[src/hw/rtl/zsbf_pkg.sv]
package zsbf_pkg;

  localparam int unsigned MAX_RESULTS = 12;
  localparam int unsigned IDX_W       = $clog2(MAX_RESULTS);

  localparam logic [7:0]  ZLIB_CMF        = 8'h78;
  localparam logic [7:0]  ZLIB_FLG        = 8'h01;
  localparam logic [15:0] MAX_BLOCK       = 16'd65535;
  localparam logic [16:0] ADLER_MOD       = 17'd65521;
  localparam logic [31:0] TOTAL_LEN_RESET = 32'd1;

  // All bytes that one raw byte causes, packed from slot 0 up to last_idx.
  typedef struct packed {
    logic [MAX_RESULTS-1:0][7:0] data;
    logic [IDX_W-1:0]            last_idx;
    logic                        eos;
  } frame_t;

endpackage

[src/hw/rtl/zsbf_in_if.sv]
interface zsbf_in_if;
  logic       valid;
  logic       ready;
  logic [7:0] raw_byte;

  modport source (output valid, output raw_byte, input ready);
  modport sink (input valid, input raw_byte, output ready);
endinterface

[src/hw/rtl/zsbf_out_if.sv]
interface zsbf_out_if;
  logic       valid;
  logic       ready;
  logic [7:0] out_byte;
  logic       last_of_run;
  logic       end_of_stream;

  modport source (output valid, output out_byte, output last_of_run, output end_of_stream,
                  input ready);
  modport sink (input valid, input out_byte, input last_of_run, input end_of_stream,
                output ready);
endinterface

[src/hw/rtl/zsbf_cfg_if.sv]
interface zsbf_cfg_if;
  logic        valid;
  logic        ready;
  logic [31:0] total_length;

  modport source (output valid, output total_length, input ready);
  modport sink (input valid, input total_length, output ready);
endinterface

[src/hw/rtl/zlib_stored_block_framer.sv]
// Channel   Direction  Payload                                  Request moves
// raw_i     in         raw_byte[7:0]                            one raw byte
// cfg_i     in         total_length[31:0]                       one length write
// zlib_o    out        out_byte[7:0], last_of_run, end_of_stream one stream byte
//
// A raw byte is taken into a holding register, framed into a group of 1 to 12
// output bytes and sent out from the frame register one byte per cycle while zlib_o
// is ready. Throughput is then one raw byte per cycle while each yields a single
// byte; a byte with headers or the trailer holds the port until its group is out.
// Reset sets the checksum and the length to 1 and clears the byte and block counts.
// Back-pressure on zlib_o stalls the frame register and then the holding register.
module zlib_stored_block_framer (
  input  logic        clk_i,
  input  logic        rst_ni,
  zsbf_in_if.sink     raw_i,
  zsbf_cfg_if.sink    cfg_i,
  zsbf_out_if.source  zlib_o
);
  import zsbf_pkg::*;

  logic   frame_valid;
  logic   frame_ready;
  frame_t frame;

  zsbf_core u_core (
    .clk_i         (clk_i),
    .rst_ni        (rst_ni),
    .raw_i         (raw_i),
    .cfg_i         (cfg_i),
    .frame_valid_o (frame_valid),
    .frame_o       (frame),
    .frame_ready_i (frame_ready)
  );

  zsbf_serializer u_serializer (
    .clk_i         (clk_i),
    .rst_ni        (rst_ni),
    .frame_valid_i (frame_valid),
    .frame_i       (frame),
    .frame_ready_o (frame_ready),
    .zlib_o        (zlib_o)
  );

endmodule

[src/hw/rtl/zsbf_core.sv]
module zsbf_core (
  input  logic             clk_i,
  input  logic             rst_ni,
  zsbf_in_if.sink          raw_i,
  zsbf_cfg_if.sink         cfg_i,
  output logic             frame_valid_o,
  output zsbf_pkg::frame_t frame_o,
  input  logic             frame_ready_i
);
  import zsbf_pkg::*;

  logic        hold_valid_q;
  logic [7:0]  hold_byte_q;
  logic [31:0] total_q;
  logic [15:0] sum_low_q, sum_low_d;
  logic [15:0] sum_high_q, sum_high_d;
  logic [31:0] seen_q, seen_d;
  logic [15:0] remain_q, remain_d;

  logic [31:0] total_eff;
  logic [31:0] left;
  logic        last;
  logic [15:0] blk_len;
  logic        blk_final;
  logic [16:0] low_sum, low_red, high_sum, high_red;
  logic [IDX_W-1:0] pos;
  logic        fire;
  frame_t      frame;

  assign cfg_i.ready  = 1'b1;
  assign raw_i.ready  = !hold_valid_q || frame_ready_i;
  assign fire         = hold_valid_q && frame_ready_i;
  assign frame_valid_o = hold_valid_q;
  assign frame_o      = frame;

  assign total_eff = (total_q == '0) ? 32'd1 : total_q;
  assign left      = (total_eff > seen_q) ? (total_eff - seen_q) : 32'd1;
  assign last      = (left <= 32'd1);
  assign blk_final = (left <= {16'd0, MAX_BLOCK});
  assign blk_len   = blk_final ? left[15:0] : MAX_BLOCK;

  assign low_sum  = {1'b0, sum_low_q} + {9'd0, hold_byte_q};
  assign low_red  = (low_sum >= ADLER_MOD) ? (low_sum - ADLER_MOD) : low_sum;
  assign high_sum = {1'b0, sum_high_q} + low_red;
  assign high_red = (high_sum >= ADLER_MOD) ? (high_sum - ADLER_MOD) : high_sum;

  always_comb begin
    if (last) begin
      sum_low_d  = 16'd1;
      sum_high_d = '0;
      seen_d     = '0;
      remain_d   = '0;
    end else begin
      sum_low_d  = low_red[15:0];
      sum_high_d = high_red[15:0];
      seen_d     = seen_q + 32'd1;
      remain_d   = ((remain_q == '0) ? blk_len : remain_q) - 16'd1;
    end
  end

  // Pack the output bytes in stream order; pos ends on the last slot filled.
  always_comb begin
    frame = '0;
    pos   = '0;
    if (seen_q == '0) begin
      frame.data[pos]              = ZLIB_CMF;
      frame.data[pos + IDX_W'(1)]  = ZLIB_FLG;
      pos = pos + IDX_W'(2);
    end
    if (remain_q == '0) begin
      frame.data[pos]              = {7'd0, blk_final};
      frame.data[pos + IDX_W'(1)]  = blk_len[7:0];
      frame.data[pos + IDX_W'(2)]  = blk_len[15:8];
      frame.data[pos + IDX_W'(3)]  = ~blk_len[7:0];
      frame.data[pos + IDX_W'(4)]  = ~blk_len[15:8];
      pos = pos + IDX_W'(5);
    end
    frame.data[pos] = hold_byte_q;
    if (last) begin
      frame.data[pos + IDX_W'(1)] = high_red[15:8];
      frame.data[pos + IDX_W'(2)] = high_red[7:0];
      frame.data[pos + IDX_W'(3)] = low_red[15:8];
      frame.data[pos + IDX_W'(4)] = low_red[7:0];
      pos = pos + IDX_W'(4);
      frame.eos = 1'b1;
    end
    frame.last_idx = pos;
  end

  always_ff @(posedge clk_i or negedge rst_ni) begin
    if (!rst_ni) begin
      hold_valid_q <= 1'b0;
      total_q      <= TOTAL_LEN_RESET;
      sum_low_q    <= 16'd1;
      sum_high_q   <= '0;
      seen_q       <= '0;
      remain_q     <= '0;
    end else begin
      if (cfg_i.valid) begin
        total_q <= cfg_i.total_length;
      end
      if (raw_i.valid && raw_i.ready) begin
        hold_valid_q <= 1'b1;
      end else if (fire) begin
        hold_valid_q <= 1'b0;
      end
      if (fire) begin
        sum_low_q  <= sum_low_d;
        sum_high_q <= sum_high_d;
        seen_q     <= seen_d;
        remain_q   <= remain_d;
      end
    end
  end

  always_ff @(posedge clk_i) begin
    if (raw_i.valid && raw_i.ready) begin
      hold_byte_q <= raw_i.raw_byte;
    end
  end

endmodule

[src/hw/rtl/zsbf_serializer.sv]
module zsbf_serializer (
  input  logic             clk_i,
  input  logic             rst_ni,
  input  logic             frame_valid_i,
  input  zsbf_pkg::frame_t frame_i,
  output logic             frame_ready_o,
  zsbf_out_if.source       zlib_o
);
  import zsbf_pkg::*;

  logic             busy_q;
  frame_t           frame_q;
  logic [IDX_W-1:0] idx_q;
  logic             at_last;
  logic             out_fire;

  assign at_last  = (idx_q == frame_q.last_idx);
  assign out_fire = busy_q && zlib_o.ready;

  assign zlib_o.valid         = busy_q;
  assign zlib_o.out_byte      = frame_q.data[idx_q];
  assign zlib_o.last_of_run   = at_last;
  assign zlib_o.end_of_stream = at_last && frame_q.eos;

  // A new frame may load in the same cycle the last byte of the current one leaves.
  assign frame_ready_o = !busy_q || (out_fire && at_last);

  always_ff @(posedge clk_i or negedge rst_ni) begin
    if (!rst_ni) begin
      busy_q <= 1'b0;
      idx_q  <= '0;
    end else begin
      if (frame_valid_i && frame_ready_o) begin
        busy_q <= 1'b1;
        idx_q  <= '0;
      end else if (out_fire) begin
        if (at_last) begin
          busy_q <= 1'b0;
        end else begin
          idx_q <= idx_q + IDX_W'(1);
        end
      end
    end
  end

  always_ff @(posedge clk_i) begin
    if (frame_valid_i && frame_ready_o) begin
      frame_q <= frame_i;
    end
  end

endmodule

[src/flat_wrapper.sv]
// flat-port wrapper written by rule: the top's interface ports become plain ports
module zlib_stored_block_framer_flat import zsbf_pkg::*;
  (clk_i, rst_ni, raw_i_valid, raw_i_raw_byte, raw_i_ready, cfg_i_valid, cfg_i_total_length, cfg_i_ready, zlib_o_valid, zlib_o_out_byte, zlib_o_last_of_run, zlib_o_end_of_stream, zlib_o_ready);
  zsbf_in_if raw_i_i ();
  zsbf_cfg_if cfg_i_i ();
  zsbf_out_if zlib_o_i ();
  input  logic clk_i;
  input  logic rst_ni;
  input wire logic [$bits(raw_i_i.valid)-1:0] raw_i_valid;
  input wire logic [$bits(raw_i_i.raw_byte)-1:0] raw_i_raw_byte;
  output wire logic [$bits(raw_i_i.ready)-1:0] raw_i_ready;
  input wire logic [$bits(cfg_i_i.valid)-1:0] cfg_i_valid;
  input wire logic [$bits(cfg_i_i.total_length)-1:0] cfg_i_total_length;
  output wire logic [$bits(cfg_i_i.ready)-1:0] cfg_i_ready;
  output wire logic [$bits(zlib_o_i.valid)-1:0] zlib_o_valid;
  output wire logic [$bits(zlib_o_i.out_byte)-1:0] zlib_o_out_byte;
  output wire logic [$bits(zlib_o_i.last_of_run)-1:0] zlib_o_last_of_run;
  output wire logic [$bits(zlib_o_i.end_of_stream)-1:0] zlib_o_end_of_stream;
  input wire logic [$bits(zlib_o_i.ready)-1:0] zlib_o_ready;
  assign raw_i_i.valid = raw_i_valid;
  assign raw_i_i.raw_byte = raw_i_raw_byte;
  assign raw_i_ready = raw_i_i.ready;
  assign cfg_i_i.valid = cfg_i_valid;
  assign cfg_i_i.total_length = cfg_i_total_length;
  assign cfg_i_ready = cfg_i_i.ready;
  assign zlib_o_valid = zlib_o_i.valid;
  assign zlib_o_out_byte = zlib_o_i.out_byte;
  assign zlib_o_last_of_run = zlib_o_i.last_of_run;
  assign zlib_o_end_of_stream = zlib_o_i.end_of_stream;
  assign zlib_o_i.ready = zlib_o_ready;
  zlib_stored_block_framer u_core (.clk_i(clk_i), .rst_ni(rst_ni), .raw_i(raw_i_i), .cfg_i(cfg_i_i), .zlib_o(zlib_o_i));
endmodule
[config.mk]
export PLATFORM = sky130hd
export DESIGN_NAME = zlib_stored_block_framer_flat
export DESIGN_NICKNAME = d
export VERILOG_FILES = /design/src/hw/rtl/zsbf_pkg.sv /design/src/hw/rtl/zsbf_in_if.sv /design/src/hw/rtl/zsbf_out_if.sv /design/src/hw/rtl/zsbf_cfg_if.sv /design/src/hw/rtl/zlib_stored_block_framer.sv /design/src/hw/rtl/zsbf_core.sv /design/src/hw/rtl/zsbf_serializer.sv /design/src/flat_wrapper.sv
export SDC_FILE = /design/constraint.sdc
export NUM_CORES = 1
export LEC_CHECK = 0
export ABC_AREA = 0
export BUFFER_PORTS_ARGS = -buffer_cell sky130_fd_sc_hd__buf_2
export CAP_MARGIN = 20
export CORE_MARGIN = 4
export CORE_UTILIZATION = 35
export DETAILED_ROUTE_END_ITERATION = 6
export GPL_ROUTABILITY_DRIVEN = 1
export MAX_ROUTING_LAYER = met4
export PLACE_DENSITY_LB_ADDON = 0.1
export SLEW_MARGIN = 10
export SYNTH_ARGS = -nofsm -noshare
export SYNTH_HDL_FRONTEND = slang
export SYNTH_HIERARCHICAL = 1
export SYNTH_SLANG_ARGS = --single-unit
[constraint.sdc]
create_clock -name clk_i -period 11.2 [get_ports clk_i]
set_clock_uncertainty 0.2 [all_clocks]
set_input_delay 0.56 -clock clk_i [delete_from_list [all_inputs] [get_ports clk_i]]
set_output_delay 0.56 -clock clk_i [all_outputs]
set_load 0.03 [all_outputs]
==> results of run 1 <==
metrics by stage:
stage,power [mW],area [um2],setup WS [ns]
2_1_floorplan,3.71,20000,4.14
6_report,6.43,22400,1.77
4_1_cts,6.31,22400,1.94
3_3_place_gp,5.16,20800,2.05
5_1_grt,6.75,22400,1.24
3_5_place_dp,5.19,20800,1.92
Yosys cell counts, drive strengths merged, types with 8 or more instances:
| library cell | instances |
|---|---|
| mux4 | 16 |
| or3 | 22 |
| a21o | 28 |
| nand4 | 21 |
| nor4 | 27 |
| nor3 | 58 |
| nor2b | 8 |
| clkbuf | 134 |
| o21a | 20 |
| o2111ai | 13 |
| xnor2 | 65 |
| inv | 93 |
| nand2b | 17 |
| xor2 | 37 |
| mux2 | 51 |
| edfxtp | 109 |
| or2 | 12 |
| a31oi | 28 |
| nand3b | 8 |
| o211ai | 26 |
| mux2i | 11 |
| a2111oi | 17 |
| o21ai | 155 |
| nand2 | 249 |
| buf | 62 |
| a211oi | 50 |
| ha | 105 |
| o221ai | 16 |
| a22oi | 18 |
| o41ai | 8 |
| o22ai | 29 |
| dfrtp | 116 |
| a221oi | 63 |
| o21bai | 9 |
| and2 | 36 |
| nor2 | 194 |
| a221o | 9 |
| nand3 | 93 |
| a22o | 14 |
| a21oi | 169 |
| o31ai | 42 |
| and3 | 28 |
logic make-up (layout without fill, tap and decap cells):
kind of cell,Yosys count,count (layout),synth area share (%)
other cells,1,3,0.0187
fa+ha+maj,108,108,6.86
flops,227,227,31.1
mux,78,78,5.21
buf+inv,292,299,5.99
simple gates,805,805,19.4
compound gates,772,772,26.7
xor+xnor,102,102,4.78
layer usage:
metal	track usage, %	vias up	part of all wire (%)
met4	7.07	0	3.1
met3	5.61	170	9.1
met1	40.5	9675	48
met5	-	-	0
met2	37.4	928	40
li1	-	8934	-
power by group through the flow:
stage | combinational (mW) | sequential (mW) | clock (mW)
after floorplan | 2.55 | 1.16 | 0
after global placement | 3.93 | 1.23 | 0
after detailed placement | 3.96 | 1.23 | 0
after CTS | 3.99 | 1.22 | 1.10
after global routing | 4.37 | 1.24 | 1.14
final | 4.13 | 1.22 | 1.08
final timing paths:
path | start | endpoint | slack (ns) | cells after the start
hold / removal | raw_i_valid | u_core/u_core/frame_valid_o | 0.09 | 2
setup reg to reg | u_core/u_core/hold_byte_q[0] | u_core/u_serializer/frame_q[60] | 1.77 | 25
hold reg to reg | u_core/u_core/sum_high_q[0] | u_core/u_core/sum_high_q[0] | 0.29 | 2
min in group asynchronous | rst_ni | u_core/u_serializer/zlib_o.valid | 0.26 | 2
setup / recovery | u_core/u_core/hold_byte_q[0] | u_core/u_serializer/frame_q[60] | 1.77 | 25
max in group asynchronous | rst_ni | u_core/u_core/seen_q[1] | 9.15 | 3
layout make-up:
| class | instances | share of cell area, % |
|---|---|---|
| diodes | 2 | 0.0224 |
| clock buffers | 46 | 4.37 |
| clock inverters | 12 | 0.643 |
| inverters | 96 | 1.61 |
| multi-input cells | 1866 | 56.5 |
| flip-flops and latches | 227 | 27.8 |
| well taps | 756 | 4.22 |
| repair buffers | 145 | 4.76 |
layout by cell type (no fill, tap or decap), drive strengths merged, types with 13 or more instances in the layout:
cell type    instances
o21a                20
ha                 105
buf                104
nand2              249
a21oi              169
edfxtp             109
o31ai               42
xor2                37
mux2                51
dfrtp              116
nand4               21
a21o                28
nor3                58
o21ai              155
a2111oi             17
dlygate4sd3         41
inv                 97
nor4                27
o2111ai             13
a22oi               18
mux4                16
and2                36
nand3               93
a31oi               28
clkbuf              46
a22o                14
o221ai              16
a221oi              63
and3                28
o22ai               29
or3                 22
nor2               194
xnor2               65
a211oi              50
o211ai              26
nand2b              17
state kept, by name (all words and copies together) (netlist names):
name and flops:
u_core/u_serializer/frame_q 101, u_core/u_core/seen_q 32, u_core/u_core/total_q 32, u_core/u_core/remain_q 16, u_core/u_core/sum_high_q 16, u_core/u_core/sum_low_q 16
u_core/u_core/hold_byte_q 8, u_core/u_serializer/idx_q 4, u_core/u_core/frame_valid_o 1, u_core/u_serializer/zlib_o.valid 1
what timing repair did:
action                                  4_1_cts  5_1_grt
setup buffers                                 0        0
endpoints found under the setup margin        0        0
hold buffers                                 41        0
endpoints found under the hold margin        89        0
==> results.sh, run 1 <==
export IMPL_crit_family="compound AO/OA/AOI/OAI gates"
export IMPL_clockBufferDepth=3
export IMPL_die_w_um=247
export IMPL_yosys_warnings=6
export IMPL_end_kind="flop"
export IMPL_wl_um=83300
export IMPL_grt_pass1_wl_um=123000
export IMPL_synthCells=2385
export IMPL_tritoncts="done"
export IMPL_synth_ff_type="dfrtp_1"
export IMPL_rows=87
export IMPL_ant_nets=0
export IMPL_max_slew_margin_pct=17.4
export IMPL_first_pass_iters=7
export IMPL_yosysSeqAreaShare_pct=31.1
export IMPL_hold_path_class="in2reg"
export IMPL_drt_iter0_drc=2492
export IMPL_ys_ff_latch=227
export IMPL_start_kind="flop"
export IMPL_pwr_share_clk_pct=16.8
export IMPL_grt_max_degree=81
export IMPL_hold_worst_slack_ns=0.0889
export IMPL_synth_fp_nets=2538
export IMPL_clk_latency_ns=0.61
export IMPL_drcViolationCount=11
export IMPL_pin_count=58
export IMPL_cp_data_required_time_ns=11.31
export IMPL_tightest_slew_ns=1.24
export IMPL_num_vias=19707
export IMPL_slowest_stage="xor2_2"
export IMPL_cts_root_buf="clkbuf_16"
export IMPL_power_internal_mw=2.95
export IMPL_drive_gt1_share_pct=12.6
export IMPL_viasPerCell=6.26
export IMPL_setup_viol=0
export IMPL_avgSynthCellArea_um2=8.40
export IMPL_rsz0062_at_grt="false"
export IMPL_period_share_pct=84.2
export IMPL_synth_top_area_share_pct=16.3
export IMPL_crit_path_max_incr_delay_ns=0.98
export IMPL_dpl_hpwl_um=60100
export IMPL_n_fill_cell=5752
export IMPL_place_gp_congestion=0.984
export IMPL_postSynth_asyncResetShare_pct=52.0
export IMPL_crit_buf_inv=1
export IMPL_cp_data_arrival_time_ns=9.54
export IMPL_clk_pin_slew_ns=0.06
export IMPL_seq_area_um2=6230
export IMPL_drv_cap=0
export IMPL_core_area_um2=56500
export IMPL_combPwrFrac_pct=64.3
export IMPL_violations="design-rule violations"
export IMPL_powerDensity_nw_per_um2=287
export IMPL_die_area_um2=61100
export IMPL_cts_buffers=31
export IMPL_start_util_pct=35.5
export IMPL_cts_resized=0
export IMPL_yosysTopAreaCell="edfxtp_1"
export IMPL_netSwitchingFraction_pct=54.2
export IMPL_synth_edf_count=109
export IMPL_io_buffer_count=56
export IMPL_die_h_um=247
export IMPL_overflow=0
export IMPL_period_needed_ns=9.43
export IMPL_antenna_found_initial=2
export IMPL_area_growth_pct=11.8
export IMPL_fin_cells=3150
export IMPL_net_switching_power_mw=3.48
export IMPL_placed_cells=3047
export IMPL_setup_worst_path_class="reg2reg"
export IMPL_power_frac_seq_pct=19.0
export IMPL_ys_top_cells_by_area="edfxtp_1, dfrtp_1, ha_1"
export IMPL_yosysUniqueCellTypes=112
export IMPL_hold_viol=0
export IMPL_fin_nets=2520
export IMPL_cts_sinks=227
export IMPL_fin_util_pct=39.6
export IMPL_multi_input_area_um2=12700
export IMPL_vdd_ir_drop_max_v=0.000262
export IMPL_grt_util_all_layers_pct=27.2
export IMPL_cp_max_fo=11
export IMPL_wl_per_cell_um=26.4
export IMPL_tns_ns=0
export IMPL_fmax_ghz=0.106
export IMPL_cts_htree_levels=1
export IMPL_slew_violations=0
export IMPL_synthesis_area_um2=20000
export IMPL_grt_pass1_vias=18416
export IMPL_status="finished, violations left"
export IMPL_p_leak_nw=8.39
Note: power is estimated with default switching activity, not from simulation.
==> inputs of run 2 (changes only) <==
- clock period: 11.2 -> 9.6 ns (I/O delays scaled with it)
==> run 2 against run 1 <==
Effect of this change:
- the run now ends clean
- hold slack improved by 0.029 ns
- register-to-register slack got worse by 1.1 ns
- critical path depth unchanged
- critical path type unchanged
- largest cell class unchanged
- highest routed layer unchanged
==> results.sh, run 2 (synthesized netlist as in run 1, its figures left out) <==
export IMPL_place_gp_congestion=0.965
export IMPL_end_kind="flop"
export IMPL_die_area_um2=61100
export IMPL_crit_buf_inv=1
export IMPL_clk_pin_slew_ns=0.06
export IMPL_pwr_share_clk_pct=14.3
export IMPL_period_share_pct=92.7
export IMPL_crit_path_max_incr_delay_ns=0.70
export IMPL_tritoncts="done"
export IMPL_start_util_pct=35.5
export IMPL_drcViolationCount=0
export IMPL_die_w_um=247
export IMPL_overflow=0
export IMPL_max_slew_margin_pct=18.8
export IMPL_top_regs="u_core/u_serializer/frame_q x101, u_core/u_core/seen_q x32, u_core/u_core/total_q x32"
export IMPL_crit_family="compound AO/OA/AOI/OAI gates"
export IMPL_grt_util_all_layers_pct=27.2
export IMPL_period_needed_ns=8.90
export IMPL_wl_um=82700
export IMPL_core_area_um2=56500
export IMPL_clockBufferDepth=3
export IMPL_power_frac_seq_pct=19.2
export IMPL_cp_max_fo=9
export IMPL_setup_viol=0
export IMPL_top_register="u_core/u_serializer/frame_q"
export IMPL_num_vias=19716
export IMPL_hold_viol=0
export IMPL_hold_path_class="in2reg"
export IMPL_slew_violations=0
export IMPL_ant_nets=0
export IMPL_cts_buffers=28
export IMPL_drv_cap=0
export IMPL_p_leak_nw=8.31
export IMPL_netSwitchingFraction_pct=54.5
export IMPL_final_cell_mix="nand2_1, nor2_1, a21oi_1, o21ai_0, dfrtp_1"
export IMPL_slowest_stage="xor2_2"
export IMPL_rows=87
export IMPL_power_internal_mw=3.36
export IMPL_fin_area_um2=22200
export IMPL_largest_reg_flops=101
export IMPL_io_buffer_count=56
export IMPL_vdd_ir_drop_max_v=0.000333
export IMPL_powerDensity_nw_per_um2=332
export IMPL_cts_htree_levels=1
export IMPL_tns_ns=0
export IMPL_fmax_ghz=0.112
export IMPL_grt_max_degree=87
export IMPL_clk_latency_ns=0.59
export IMPL_setup_worst_path_class="reg2reg"
export IMPL_antenna_found_initial=2
export IMPL_start_kind="flop"
export IMPL_hold_worst_slack_ns=0.118
export IMPL_grt_pass1_vias=18325
export IMPL_cp_data_arrival_time_ns=9.13
export IMPL_area_growth_pct=10.9
export IMPL_dpl_hpwl_um=59600
export IMPL_cts_root_buf="clkbuf_16"
export IMPL_final_common_cell="nand2_1"
export IMPL_drt_iter0_drc=2614
export IMPL_post_dp_cell_area_um2=20900
export IMPL_first_pass_iters=6
export IMPL_post_place_ws_ns=0.644
export IMPL_pin_count=58
export IMPL_cts_sinks=227
export IMPL_wl_per_cell_um=26.2
export IMPL_placed_cells=3058
export IMPL_drive_gt1_share_pct=12.4
export IMPL_rsz0062_at_grt="false"
export IMPL_fin_cells=3151
export IMPL_fin_nets=2527
export IMPL_fin_util_pct=39.3
export IMPL_grt_pass1_wl_um=124000
export IMPL_combPwrFrac_pct=66.5
export IMPL_net_switching_power_mw=4.02
export IMPL_status="finished clean"
export IMPL_layout_setup_ws_ns=0.703
export IMPL_tightest_slew_ns=1.19
export IMPL_die_h_um=247
export IMPL_cp_data_required_time_ns=9.84
export IMPL_design_power_total_mw=7.38
export IMPL_viasPerCell=6.26
-- run 2: layout make-up --
class                           instances  area [um2]
Antenna cell                            1        2.50
Clock buffer                           36         752
Clock inverter                         14         133
Fill cell                            5763       34300
Inverter                               96         362
Multi-Input combinational cell       1866       12700
Sequential cell                       227        6230
Tap cell                              756         946
Timing Repair Buffer                  155        1140
-- run 2: worst paths after layout --
kind | start | to | slack [ns] | depth (start not counted)
hold reg to reg | u_core/u_core/sum_high_q[0] | u_core/u_core/sum_high_q[0] | 0.29 | 2
setup reg to reg | u_core/u_core/hold_byte_q[0] | u_core/u_serializer/frame_q[79] | 0.70 | 25
hold / removal | zlib_o_ready | u_core/u_serializer/idx_q[0] | 0.12 | 3
min in group asynchronous | rst_ni | u_core/u_serializer/idx_q[1] | 0.28 | 2
setup / recovery | u_core/u_core/hold_byte_q[0] | u_core/u_serializer/frame_q[79] | 0.70 | 25
max in group asynchronous | rst_ni | u_core/u_core/sum_low_q[5] | 7.65 | 3
-- run 2: per-layer routing --
layer | share of wire, % | track usage (%)
met5 | 0 | -
met2 | 40 | 37.4
met1 | 47 | 40.2
met4 | 3.7 | 8.25
met3 | 9.4 | 5.26
-- run 2: worst min-delay path, stage by stage --
cell and delay, ns:
buf_2 0.13, o22ai_1 0.09, a21o_1 0.16
-- run 2: repair_timing --
action / in CTS / in global routing
gates resized for setup: 0 / 1
endpoints found under the setup margin: 0 / 2
hold endpoints to repair: 111 / 0
hold buffers: 42 / 0
buffers inserted: 0 / 0
-- run 2: power groups by stage --
stage	logic, mW	clock network, mW	registers [mW]
after floorplan	2.97	0	1.36
after global placement	4.72	0	1.43
after detailed placement	4.71	0	1.43
after CTS	4.74	1.09	1.42
after global routing	5.19	1.13	1.44
final	4.90	1.06	1.42
